**config.mk**
```make
export PLATFORM = sky130hd
export DESIGN_NAME = bep_lane
export DESIGN_NICKNAME = d
export VERILOG_FILES = /design/src/hdl/bep_pkg.sv /design/src/hdl/bep_lane.sv
export SDC_FILE = /design/constraint.sdc
export NUM_CORES = 1
export LEC_CHECK = 0
export ABC_CLOCK_PERIOD_IN_PS = 4900
export BUFFER_PORTS_ARGS = -buffer_cell sky130_fd_sc_hd__buf_4
export CAP_MARGIN = 10
export CORE_ASPECT_RATIO = 2
export CORE_UTILIZATION = 30
export DETAILED_ROUTE_END_ITERATION = 6
export PLACE_DENSITY = 0.67
export SLEW_MARGIN = 15
export SYNTH_ARGS = -nofsm -noshare
export SYNTH_HDL_FRONTEND = slang
export SYNTH_SLANG_ARGS = --single-unit
```
**constraint.sdc**
```tcl
create_clock -name vclk -period 4.9
set_clock_uncertainty 0.15 [all_clocks]
set_input_delay 0.49 -clock vclk [all_inputs]
set_output_delay 0.49 -clock vclk [all_outputs]
set_load 0.01 [all_outputs]
```
**src/hdl/bep_pkg.sv**
```systemverilog
// Shared constants and types of the epistasis-permute block.
package bep_pkg;

   localparam int VEC_W             = 64;
   localparam int POS_W             = 6;
   localparam int CFG_W             = 7;
   localparam int CSR_IDX_W         = 2;
   localparam int DEF_MAX_DIMENSION = 64;

   localparam logic CMD_WRITE     = 1'b0;
   localparam logic CMD_TRANSFORM = 1'b1;

   localparam logic [CSR_IDX_W-1:0] CSR_BLK_LEN   = 2'd0;
   localparam logic [CSR_IDX_W-1:0] CSR_DIMENSION = 2'd1;

   localparam logic [CFG_W-1:0] BLK_LEN_RESET   = 7'd1;
   localparam logic [CFG_W-1:0] DIMENSION_RESET = 7'd64;

   // Per-lane view of the block layout: block start minus one, block end,
   // and the one position left out of the block parity.
   typedef struct packed {
      logic             valid;
      logic             s_nz;
      logic [POS_W-1:0] sp;
      logic [POS_W-1:0] e;
      logic             xv;
      logic [POS_W-1:0] x;
   } lane_cfg_type;

endpackage

```
**src/hdl/bep_lane.sv**
```systemverilog
// One epistasis lane: block parity minus the excluded bit, from prefix parities.
module bep_lane (
   input  logic [bep_pkg::VEC_W-1:0] prefix,
   input  logic [bep_pkg::VEC_W-1:0] vec,
   input  bep_pkg::lane_cfg_type     cfg,
   output logic                      epi_bit
);

   assign epi_bit = cfg.valid & (prefix[cfg.e]
                                 ^ (cfg.s_nz & prefix[cfg.sp])
                                 ^ (cfg.xv & vec[cfg.x]));

endmodule

```
==> run metrics <==
Crit Path Max Fanout 15; Post-Layout Cell Count 346; GRT Residual Overflow 0; setup TNS 0 ps; number of sequential cells 0; die width 56.2 um; Post-Syn Nets 300; antenna-violating nets left 0; floorplan row count 39; Detailed Routing Iterations Pass 1 4; Slew @ Worst Pin 380 ps; DRC viols 0; die area just over 6000 um^2; Synth area leaders mux4_2 (40%), mux4_1 (18%), mux2i_1 (13%); post-CTS setup repair buffer count 0; leading area contributor after synthesis mux4_2; final wirelength 6500 um; RSZ-0062 raised after global routing no; mean post-synth cell area 11.7 um^2; power share of the clock group 0%; Nets roughly 440; crit end category output port; Leak around 1.3 nW; Post-Synthesis Cells roughly 150; Pins Over Slew Limit 0; critical path arrival approximately 2700 ps; shortest period the worst path allows 3370 ps; clk_buf instances 0; final worst path period share a little under 70%; sw power 0.0855 mW; Starting Density a little under a third; Power per Cell Area 85.1 nW/um^2; layout cells sized above 1 64.2%; M2 GR Usage 43.2%; endpoints failing setup 0; Synthesis Warnings 0; kind of critical path in2out; placed insts 346; global routing's busiest layer met2; count of cell types in the netlist 35; hpwl dp roughly 5700 um; sequential share of power 0%; # hold bufs at CTS 0; most common cell in the netlist mux4_2; n_diodes 0; Max-slew headroom between 70% and 80%; IO Pins 150; DR vias/cell 6.02; Iter 0 DRT Violations 74; Layout Utilization 50.3%; Hold Violations, Final 0; gpl congestion 0.887; via count 2,082; Port Buffer Count 150; Total GRT Usage a little over 20%; P_int 0.159 mW; Hold Slack 1170 ps; first-pass GRT wire length 10,200 um; met3 Resource Use GR 1.41%; overall die height 110 um; Commonest cells post-synth mux4_2 (31), mux2i_1 (23), mux4_1 (12); Max Cap Viol 0; Core ar. 5710 um^2; combinational power share 100.0%; largest net degree at the start of global routing 21; post-synthesis cell area 1760 um^2; post-CTS resize count 0; register area 0 um^2; Post-Layout Inst Area 2870 um^2; Required @ worst endpoint 4260 ps; routed len/inst 18.8 um; Sw Share 35.0%; dpl cell area roughly 2900 um^2; Global Route met1 Usage 19.9%; Area growth syn-to-layout 62.9%; Synth top area share around two fifths; sequential element share of the synthesized area 0%; initial antenna violation count 0; FMAX 297 MHz; VDD IR-drop max 0.0498 mV; Hold Crit Class in2out; vias in the first global route 2,225; outcome complete, no violations; critical path launch point type input pin
## through the flow
| stage | total power [mW] | setup WS, ps |
|---|---|---|
| floorplan | 0.128 | 1790 |
| global placement | 0.242 | 1530 |
| detailed placement | 0.245 | 1520 |
| CTS | 0.246 | 1510 |
| global route | 0.262 | 1370 |
| finish | 0.244 | 1530 |
## layer usage
metal / vias to the layer above / part of all wire [%]
li1: 949 / -
met1: 1003 / 32
met2: 118 / 60
met3: 12 / 5.8
met4: 0 / 2.1
met5: - / 0
## placed cells by master, fill, tap and decap left out, drive strengths merged
cell    instances
a211o           1
a211oi          3
a21boi          1
a21o            1
a21oi           6
a22o            1
a22oi           6
a311oi          1
a31oi           2
a32oi           2
and3b           2
buf           150
inv             1
mux2            1
mux2i          23
mux4           43
nand2           9
nand2b          2
nand3           6
nand3b          1
nand4           6
nor2            5
nor2b           4
nor3            1
nor3b           2
o211ai          1
o21ai           2
o22a            2
## worst paths after layout
path,from,end,slack [ps],cells after the start
setup / recovery,cfg[14],epi_bit,1530,9
hold / removal,cfg[20],epi_bit,1170,3
## power groups by stage
stage / sequential, mW / clock (mW) / combinational (mW)
final: 0 / 0 / 0.244
after global placement: 0 / 0 / 0.242
after global routing: 0 / 0 / 0.262
after CTS: 0 / 0 / 0.246
after floorplan: 0 / 0 / 0.128
after detailed placement: 0 / 0 / 0.245
## worst max-delay path, stage by stage
cell and delay, ps:
buf_4 230, mux4_1 590, mux4_2 460, mux2i_1 170, nor2_1 80, a211o_1 250
a22o_1 210, a21boi_2 130, buf_4 130
## cell type report
cell class,instances,area (um^2)
fill,541,2840
inverter,1,3.75
timing repair buffer,150,1130
multi-input combinational,134,1670
tap,61,76.3
## cells by family after synthesis
kind of cell,synth area share (%)
compound gates,11.8
mux,71.2
buf+inv,5.54
simple gates,11.5
(Power assumes the default switching activity.)
