**src/hdl/bep_pkg.sv**
```systemverilog
// Shared constants and types of the epistasis-permute block.
package bep_pkg;

   localparam int VEC_W             = 64;
   localparam int POS_W             = 6;
   localparam int CFG_W             = 7;
   localparam int CSR_IDX_W         = 2;
   localparam int DEF_MAX_DIMENSION = 64;

   localparam logic CMD_WRITE     = 1'b0;
   localparam logic CMD_TRANSFORM = 1'b1;

   localparam logic [CSR_IDX_W-1:0] CSR_BLK_LEN   = 2'd0;
   localparam logic [CSR_IDX_W-1:0] CSR_DIMENSION = 2'd1;

   localparam logic [CFG_W-1:0] BLK_LEN_RESET   = 7'd1;
   localparam logic [CFG_W-1:0] DIMENSION_RESET = 7'd64;

   // Per-lane view of the block layout: block start minus one, block end,
   // and the one position left out of the block parity.
   typedef struct packed {
      logic             valid;
      logic             s_nz;
      logic [POS_W-1:0] sp;
      logic [POS_W-1:0] e;
      logic             xv;
      logic [POS_W-1:0] x;
   } lane_cfg_type;

endpackage

```
**src/hdl/bep_permute.sv**
```systemverilog
// Merge stage: permutation entries and the crossbar that gathers the lane results.
module bep_permute #(
   parameter int MAX_DIMENSION = bep_pkg::DEF_MAX_DIMENSION
) (
   input  logic                       clock,
   input  logic                       reset,
   input  logic                       wr_en,
   input  logic [bep_pkg::POS_W-1:0]  wr_idx,
   input  logic [bep_pkg::POS_W-1:0]  wr_val,
   input  logic [MAX_DIMENSION-1:0]   lane_en,
   input  logic [bep_pkg::VEC_W-1:0]  epi,
   output logic [bep_pkg::VEC_W-1:0]  perm
);

   localparam int PW = bep_pkg::POS_W;

   logic [PW-1:0] tab_ff [MAX_DIMENSION];
   logic [PW-1:0] tab_in [MAX_DIMENSION];

   // indexes at or above the depth match no entry and drop out
   always_comb begin
      for (int k = 0; k < MAX_DIMENSION; k++) begin
         tab_in[k] = (wr_en && wr_idx == PW'(k)) ? wr_val : tab_ff[k];
      end
   end

   always_ff @(posedge clock) begin
      if (reset) begin
         for (int k = 0; k < MAX_DIMENSION; k++) begin
            tab_ff[k] <= PW'(k);
         end
      end else begin
         for (int k = 0; k < MAX_DIMENSION; k++) begin
            tab_ff[k] <= tab_in[k];
         end
      end
   end

   // lanes at or above the dimension are zero, so out-of-range sources read zero
   for (genvar k = 0; k < bep_pkg::VEC_W; k++) begin : g_bit
      if (k < MAX_DIMENSION) begin : g_used
         assign perm[k] = lane_en[k] & epi[tab_ff[k]];
      end else begin : g_unused
         assign perm[k] = 1'b0;
      end
   end

endmodule

```
**config.mk**
```make
export PLATFORM = sky130hd
export DESIGN_NAME = bep_permute
export DESIGN_NICKNAME = d
export VERILOG_FILES = /design/src/hdl/bep_pkg.sv /design/src/hdl/bep_permute.sv
export SDC_FILE = /design/constraint.sdc
export NUM_CORES = 2
export LEC_CHECK = 0
export BUFFER_PORTS_ARGS = -buffer_cell sky130_fd_sc_hd__clkbuf_2
export CAP_MARGIN = 0
export CORE_MARGIN = 3
export CORE_UTILIZATION = 40
export CTS_BUF_LIST = sky130_fd_sc_hd__clkbuf_8
export DETAILED_ROUTE_END_ITERATION = 8
export SETUP_SLACK_MARGIN = 0.4
export SYNTH_ARGS = -nofsm -noshare
export SYNTH_HDL_FRONTEND = slang
export SYNTH_SLANG_ARGS = --single-unit
```
**constraint.sdc**
```tcl
create_clock -name clock -period 7.6 [get_ports clock]
set_clock_uncertainty 0.15 [all_clocks]
set_input_delay 0.76 -clock clock [delete_from_list [all_inputs] [get_ports clock]]
set_output_delay 0.76 -clock clock [all_outputs]
set_load 0.01 [all_outputs]
```
==> flow_summary.yaml <==
setup_path:
  critPathCaptureType: "output pin"
  crit_path_max_fanout: 64
  worstSetupStartpointType: "input port"
  crit_type: "in2out"
  ff2ff_path_depth: 2
  crit_required_ns: 6.69
  worstPathArrival_ns: 3.98
placement:
  hpwl_mm: 119.9
  placed_area_um2: 49810
  portBuffers: 206
  place.gp.congestion: 0.8883
routing:
  drc: 0
  via_count: 45440
  drt_first_iter_violations: 9439
  ant_nets: 0
  dr.pass1.iters: 9
  routed_wl_mm: 225.6
  routedWlPerCell_um: 41.15
  vias_per_cell: 8.288
power:
  power_frac_seq: 0.331
  p_int_mw: 4.069
  power_density_nw_per_um2: 121.4
  combinationalPowerShare: 0.274
  p_leak_nw: 16.68
  p_switching_mw: 2.186
  pwr-share-clk: 0.395
  vdd_drop_max_mv: 0.1147
  switching_share: 0.3494
floorplanning:
  rows: 128
  top_level_ports: 207
  die_x_um: 357.7
  coreArea_um2: 122200
  initial_core_util: 0.4048
  die_area_um2: 127900
  die_h_um: 357.7
sta:
  finalSetupViolCount: 0
  final.min_clock_period_ns: 4.893
  drv_slew: 0
  setup_tns_ns: 0
  period_share: 0.6438
  worstMarginPinSlew_ns: 1.473
  maxSlewHeadroom: 0.01816
  max_freq_mhz: 204.4
  hold_viol_final: 0
  rsz0062_at_grt: "false"
clocking:
  post_cts_buffers: 0
  htreeDepth: 3
  hold_buffers: 0
  cts_resized: 0
  ctsLongestPathBuffers: 3
  cts_tree: "yes"
  clock_latency_ns: 0.72
  root_buffer: "clkbuf_8"
  cts.sinks: 384
  cts_made_buffers: 78
  clkTransAtPathRegs_ns: 0.06
logic_synthesis:
  ys_types: 46
  syn_inst: 4321
  synth_fp_nets: 4464
  synth_top_area_frac: 0.5172
  synth-edff-count: 0
  synthFlopType: "dfxtp_1"
  yosys.area.top_type: "mux4_2"
  ys_warn_count: 0
  ys_seq_area_frac: 0.1554
  ys_ff_latch: 384
  avgSynthCellArea_um2: 11.45
  synthArstFlopShare: 0
  synth_area_leaders: "mux4_2, dfxtp_1, mux2i_1"
  syn-cell-area_um2: 49460
final_layout:
  fill_cells: 11230
  mostFrequentLayoutCells: "mux4_2, dfxtp_1, nand2_1, mux2i_1, nand3_1"
  largest_reg_flops: 384
  multi_input_area_um2: 38220
  reg_top3: "tab_ff x384"
  final_area_um2: 51530
  register_area_um2: 7687
  layout_commonest_cell: "mux4_2"
  syn2layout_area_growth_pct: 4.171
  finalNetCount: 3933
  max_flop_register: "tab_ff"
  drive_above_1_share: 0.4200
run_status:
  status: "finished clean"
grt:
  grt_pass1_wl_mm: 321.3
  overflow: 0
  grt_pass1_vias: 44000
  grt_max_degree: 165
  gr-usage-all-layers: 0.3456
  antenna_found_initial: 14
min_path:
  hold-path-cell-count: 2
  hp-class: "reg2reg"
run:
  cap_violations: 0
## Yosys cell counts (6+ instances only)
| cell | number |
|---|---|
| a2111o_1 | 11 |
| nand2_1 | 313 |
| a311o_1 | 11 |
| a211oi_1 | 65 |
| buf_4 | 8 |
| o21ai_0 | 38 |
| nand4b_1 | 39 |
| nand4_1 | 71 |
| nor2_1 | 72 |
| nand2b_1 | 15 |
| o211ai_1 | 37 |
| a2111oi_0 | 16 |
| o311ai_0 | 14 |
| and3_1 | 87 |
| a211o_1 | 161 |
| buf_2 | 124 |
| a31oi_1 | 6 |
| a21oi_1 | 173 |
| nand3_1 | 206 |
| nor3_1 | 7 |
| nor4bb_1 | 7 |
| dfxtp_1 | 384 |
| nand3b_1 | 24 |
| mux2i_1 | 269 |
| nor3b_1 | 25 |
| inv_1 | 28 |
| mux4_2 | 1136 |
| nor2b_1 | 124 |
| clkbuf_1 | 666 |
| mux2_2 | 60 |
| buf_1 | 90 |
## cell type report
cell class                 count  area share
multi-input combinational   3021      0.7418
sequential                   384      0.1492
tap                         1625     0.03946
timing repair buffer         277     0.03419
clock buffer                  96     0.02564
clock inverter                42    0.007212
inverter                      28    0.002040
antenna                       10   0.0004856
## power by group through the flow
stage | sequential, mW | combinational, mW | clock [mW]
2_1_floorplan | 2.08 | 1.02 | 0
3_3_place_gp | 2.11 | 1.59 | 0
3_5_place_dp | 2.11 | 1.61 | 0
4_1_cts | 2.07 | 1.61 | 2.48
5_1_grt | 2.07 | 1.70 | 2.56
6_report | 2.07 | 1.71 | 2.47
## through the flow
stage / hold WS (ns) / worst slack (ns) / std cells / total power, mW / utilization
floorplan: 0.2941 / 4.208 / 4321 / 3.095 / -
detailed placement: 0.3123 / 3.207 / 5335 / 3.719 / 0.4076
global placement: 0.3043 / 3.161 / 5335 / 3.705 / 0.4076
finish: 0.3214 / 2.707 / 5483 / 6.255 / 0.4217
global route: 0.3412 / 2.872 / 5477 / 6.328 / 0.4215
CTS: 0.3197 / 3.040 / 5473 / 6.158 / 0.4215
## per-layer routing
metal	GRT usage	wire length [µm]	share of wire	vias to the layer above
met5	0	112	0.00050	-
met4	0.2277	19010	0.084	16
li1	-	-	-	16420
met1	0.4153	70770	0.31	22380
met2	0.5024	96080	0.43	5201
met3	0.1527	39660	0.18	1424
## path summary, 6_finish.rpt
path / startpoint / to / slack, ns
setup / recovery: epi[3] / perm[62] / 2.71
hold reg to reg: tab_ff[1][5] / tab_ff[1][5] / 0.32
setup reg to reg: tab_ff[6][1] / tab_ff[6][1] / 5.99
hold / removal: tab_ff[1][5] / tab_ff[1][5] / 0.32
## cell families after synthesis
group,count (synthesis),synth area share
AND/OR/NAND/NOR,1003,0.1060
multiplexers,1465,0.5853
AO/OA/AOI/OAI,553,0.08003
buffers and inverters,916,0.07326
flip-flops,384,0.1554
## critical path, cell delays in order
cell and delay (ns):
buf_4 0.98, mux4_2 0.46, mux2i_1 0.07, mux2i_1 0.16, mux2i_1 0.08, o311ai_0 1.09, clkbuf_2 0.31
(Power assumes the default switching activity.)
