**config.mk**
```make
export PLATFORM = sky130hd
export DESIGN_NAME = bep_sweep
export DESIGN_NICKNAME = d
export VERILOG_FILES = /design/src/hdl/bep_pkg.sv /design/src/hdl/bep_sweep.sv
export SDC_FILE = /design/constraint.sdc
export NUM_CORES = 2
export LEC_CHECK = 0
export ABC_AREA = 1
export BUFFER_PORTS_ARGS = -buffer_cell sky130_fd_sc_hd__buf_2
export CAP_MARGIN = 20
export CORE_AREA = 5 5 528 530
export CTS_CLUSTER_DIAMETER = 200
export CTS_CLUSTER_SIZE = 25
export DETAILED_ROUTE_END_ITERATION = 12
export DIE_AREA = 0 0 533 535
export SETUP_SLACK_MARGIN = 0.02
export SYNTH_ARGS = -nofsm -noshare
export SYNTH_HDL_FRONTEND = slang
export SYNTH_SLANG_ARGS = --single-unit
```
**constraint.sdc**
```tcl
create_clock -name clock -period 7.7 [get_ports clock]
set_input_delay 0 -clock clock [delete_from_list [all_inputs] [get_ports clock]]
set_output_delay 0 -clock clock [all_outputs]
set_load 0.005 [all_outputs]
```
**src/hdl/bep_pkg.sv**
```systemverilog
// Shared constants and types of the epistasis-permute block.
package bep_pkg;

   localparam int VEC_W             = 64;
   localparam int POS_W             = 6;
   localparam int CFG_W             = 7;
   localparam int CSR_IDX_W         = 2;
   localparam int DEF_MAX_DIMENSION = 64;

   localparam logic CMD_WRITE     = 1'b0;
   localparam logic CMD_TRANSFORM = 1'b1;

   localparam logic [CSR_IDX_W-1:0] CSR_BLK_LEN   = 2'd0;
   localparam logic [CSR_IDX_W-1:0] CSR_DIMENSION = 2'd1;

   localparam logic [CFG_W-1:0] BLK_LEN_RESET   = 7'd1;
   localparam logic [CFG_W-1:0] DIMENSION_RESET = 7'd64;

   // Per-lane view of the block layout: block start minus one, block end,
   // and the one position left out of the block parity.
   typedef struct packed {
      logic             valid;
      logic             s_nz;
      logic [POS_W-1:0] sp;
      logic [POS_W-1:0] e;
      logic             xv;
      logic [POS_W-1:0] x;
   } lane_cfg_type;

endpackage

```
**src/hdl/bep_sweep.sv**
```systemverilog
// Layout sequencer: walks the bit positions once and builds each lane's block layout.
module bep_sweep #(
   parameter int MAX_DIMENSION = bep_pkg::DEF_MAX_DIMENSION
) (
   input  logic                       clock,
   input  logic                       reset,
   input  logic                       restart,
   input  logic [bep_pkg::CFG_W-1:0]  blk_len,
   input  logic [bep_pkg::CFG_W-1:0]  dimension,
   output logic                       busy,
   output bep_pkg::lane_cfg_type      lane_cfg [MAX_DIMENSION]
);

   localparam int PW = bep_pkg::POS_W;
   localparam int CW = bep_pkg::CFG_W;
   localparam logic [PW-1:0] LAST_POS  = PW'(MAX_DIMENSION - 1);
   localparam logic [CW-1:0] MAX_DIM_C = CW'(MAX_DIMENSION);

   logic                  busy_ff, busy_in;
   logic [PW-1:0]         cnt_ff, cnt_in;
   logic [CW-1:0]         h_ff, h_in;
   bep_pkg::lane_cfg_type cfg_ff [MAX_DIMENSION];
   bep_pkg::lane_cfg_type cfg_in;

   logic [CW-1:0] bs_eff, dim_eff, pos, rem, v, i, j, hm1;
   logic [1:0]    m;
   logic          last;

   // layout of the position under the counter
   always_comb begin
      bs_eff  = (blk_len == '0) ? CW'(1) : blk_len;
      dim_eff = (dimension > MAX_DIM_C) ? MAX_DIM_C : dimension;
      pos     = {1'b0, cnt_ff};
      rem     = dim_eff - h_ff;
      v       = (rem > bs_eff) ? bs_eff : rem;
      i       = pos - h_ff;
      last    = ((i + CW'(1)) == v);
      m       = 2'(v - i - CW'(2));
      j       = v - CW'(1) - {{(CW-2){1'b0}}, m};
      hm1     = h_ff - CW'(1);

      cfg_in.valid = (pos < dim_eff);
      cfg_in.s_nz  = (h_ff != '0);
      cfg_in.sp    = hm1[PW-1:0];
      cfg_in.e     = PW'(h_ff + v - CW'(1));
      cfg_in.xv    = !last;
      cfg_in.x     = PW'(h_ff + j);
   end

   always_comb begin
      busy_in = busy_ff;
      cnt_in  = cnt_ff;
      h_in    = h_ff;
      if (restart) begin
         busy_in = 1'b1;
         cnt_in  = '0;
         h_in    = '0;
      end else if (busy_ff) begin
         busy_in = (cnt_ff != LAST_POS);
         cnt_in  = cnt_ff + PW'(1);
         h_in    = last ? (pos + CW'(1)) : h_ff;
      end
   end

   always_ff @(posedge clock) begin
      if (reset) begin
         busy_ff <= 1'b1;
         cnt_ff  <= '0;
         h_ff    <= '0;
         for (int k = 0; k < MAX_DIMENSION; k++) begin
            cfg_ff[k] <= '0;
         end
      end else begin
         busy_ff <= busy_in;
         cnt_ff  <= cnt_in;
         h_ff    <= h_in;
         for (int k = 0; k < MAX_DIMENSION; k++) begin
            if (busy_ff && cnt_ff == PW'(k)) begin
               cfg_ff[k] <= cfg_in;
            end
         end
      end
   end

   assign busy     = busy_ff;
   assign lane_cfg = cfg_ff;

endmodule

```
==> flow_summary.ini <==
[global_route]
grt_pass1_wl_um = 314000
grt_pass1_vias = 41600
grt.overflow.total = 0
grt_max_degree = 212
track_usage = 0.149
antenna_found_initial = 13

[route]
drc = 0
drtAntennaViolNets = 0
finalWirelength_um = 227000
drt_pass1_iterations = 7
via_per_inst = 4.17
wire_per_inst_um = 20.8
drt-initial-drc-count = 3471
num_vias = 45500

[finish]
syn2layout_area_growth_pct = 25.2
regArea_um2 = 27200
final_area_um2 = 61600
nFillCells = 30300
nets = 7376
multi_input_area_um2 = 18000
drive_above_1_share = 0.223

[power_and_ir_drop]
combPwrFrac = 0.246
power_density_nw_per_um2 = 236
p_leak_nw = 31.7
clkPwrFrac = 0.266
internal_power_w = 0.00906
switching_share = 0.377
pwr-share-seq = 0.488
peakVddDrop_mv = 0.573
net-switching-power_w = 0.00547

[worst_setup_path]
path_class = flop to flop
cp-start-kind = flop
cp.arrival_ns = 7.15
endpoint_kind = flop
r2r_end = lane_cfg[1223]$_SDFFE_PP0P_
cp_max_fo = 40
r2r-start = h_ff[0]$_SDFFE_PP0P_
regToRegSetupSlack_ns = 1.25
crit_required_ns = 8.40
reg2reg_depth = 26

[yosys]
synth_cell_types = 34
synth_top_family_by_area = compound AO/OA/AOI/OAI gates
seq_area_frac_synth = 0.552
syn_nets = 6383
synth-main-ff-cell = dfxtp_1
synth_compound_area_frac = 0.201
synth_xor_area_frac = 0.00455
yosys_warnings = 0
syn_avg_cell_area_um2 = 7.79
synthArstFlopShare = 0
synth_edf_count = 0
synth-seq-cells = 1358
post-synth-top-count-cell = nor2_1
syn_area_um2 = 49200
synth.largest_area_cell = dfxtp_1
synth_simple_gate_area_frac = 0.139
synthDominantCellAreaShare = 0.552
synth_mux_area_frac = 0
syn_inst = 6318
synth_commonest_cells = 1,542 x nor2_1, 1,358 x dfxtp_1, 1,204 x o21ai_0
synthAdderAreaFrac = 0.0130
synth_area_leaders = dfxtp_1 55%, o21ai_0 12%, nor2_1 12%

[status]
outcome = completed

[placed_design]
dpl_worst_slack_ns = 1.31
place_hpwl_um = 156000
dpl_cell_area_um2 = 59800
numPortBuffers = 1361
place.gp.congestion = 0.825

[sta]
fmaxAchievable_ghz = 0.155
setup_viol = 0
finalHoldViolations = 0
fin_crit_ns = 6.45
relSlewSlack = 0.257
setup-tns-final_ns = 0
drv_slew = 0
rsz0062_at_grt = no
worst_pin_slew_ns = 1.11
fin_crit_sh = 0.838
skew_ns = 0.0237
fin_ws_ns = 1.25

[clock_tree]
clock_latency_ns = 0.76
clockBufferDepth = 3
path_clk_slew_ns = 0.12
cts_tree = done
post_cts_buffers = 0
cts.sinks = 1358
cts_made_buffers = 61
postCtsHoldBufs = 8
htreeDepth = 2
cts.repair.resized = 0
root_buffer = clkbuf_16

[min_path]
min_from = blk_len[4]
holdPathEnd = h_ff[6]$_SDFFE_PP0P_
whs_path_depth = 9
hold_path.class = input port to flop

[die]
rows = 192
core_region_area_um2 = 273000
pin_count = 1362
fp.dieW_um = 533
initial_utilization = 0.180
dieArea_um2 = 285000
dieHeight_um = 535

[flow_run]
drv_cap = 0
==> routing by layer <==
layer	GRT usage	wire length [um]
met5	0	0
met4	0.0521	7940
met3	0.0402	18700
met2	0.258	109000
met1	0.177	91300
==> worst max path at each step <==
stage	startpoint	end	slack, ns
global placement	h_ff[0]$_SDFFE_PP0P_	lane_cfg[1265]$_SDFFE_PP0P_	1.38
CTS	h_ff[0]$_SDFFE_PP0P_	lane_cfg[1223]$_SDFFE_PP0P_	1.25
floorplan	h_ff[0]$_SDFFE_PP0P_	lane_cfg[1139]$_SDFFE_PP0P_	2.75
global route	h_ff[0]$_SDFFE_PP0P_	lane_cfg[824]$_SDFFE_PP0P_	0.88
detailed placement	h_ff[0]$_SDFFE_PP0P_	lane_cfg[1223]$_SDFFE_PP0P_	1.31
finish	h_ff[0]$_SDFFE_PP0P_	lane_cfg[1223]$_SDFFE_PP0P_	1.25
==> final cells by class <==
class,instances,share of cell area
flip-flops and latches,1358,0.441
clock inverters,4,0.000914
repair buffers,1475,0.128
multi-input cells,3791,0.292
well taps,3589,0.0729
diodes,15,0.000609
clock buffers,64,0.0257
inverters,624,0.0383
==> critical path, cell delays in order (launching register included) <==
cell and delay, ns:
dfxtp_4 0.77, ha_1 0.26, inv_1 0.07, fa_1 0.42
nand3_1 0.10, nand3_1 0.12, xor2_1 0.26, ha_1 0.30
nand2_1 0.07, nand2_1 0.05, a21oi_1 0.15, nand2_2 0.12
nand2_2 0.22, nand2_1 0.10, o21ai_2 0.17, ha_1 0.23
xor2_1 0.17, xor2_1 0.10, fa_1 0.50, inv_1 0.06
ha_4 0.16, fa_4 0.44, a31oi_1 0.42, xor2_4 0.18
buf_4 0.59, o21ai_0 0.16, inv_1 0.08
==> power groups by stage <==
stage / Clock, W / Combinational, W / Sequential [W]
detailed placement: 0 / 0.00369 / 0.00726
global route: 0.00423 / 0.00370 / 0.00710
finish: 0.00386 / 0.00358 / 0.00709
floorplan: 0 / 0.00135 / 0.00726
CTS: 0.00400 / 0.00370 / 0.00709
global placement: 0 / 0.00365 / 0.00725
==> state kept, by name, indices dropped and copies added (netlist names) <==
signal,cells
lane_cfg,1344
h_ff,7
cnt_ff,6
busy,1
==> cell usage in the layout, fill, tap and decap left out, types with 15 or more instances in the layout <==
cell type / n
nand3_1: 26
a21oi_1: 564
inv_1: 612
nor2_4: 17
o211ai_1: 65
buf_2: 1360
nand2_1: 196
o21ai_1: 56
a211oi_1: 33
o21ai_0: 1204
ha_1: 39
diode_2: 15
buf_4: 91
nor2_2: 50
clkbuf_16: 63
nor2_1: 1478
dfxtp_1: 1357
==> cells by family after synthesis <==
group | count (synthesis)
and+or+nand+nor | 1792
xor gates and xnor gates | 23
adders and majority gates | 48
AOI/OAI and AO/OA | 1928
DFF | 1358
buffers and inverters | 1169
==> per-stage QoR <==
step                       util  hold WS (ns)  cells  power (W)
after global placement    0.219         0.396  10800     0.0109
after global routing      0.226        0.0993  10900     0.0150
after floorplan               -         0.233   6318    0.00861
final                     0.226         0.136  10900     0.0145
after detailed placement  0.219         0.398  10800     0.0109
after CTS                 0.226        0.0229  10900     0.0148
(Power assumes the default switching activity.)
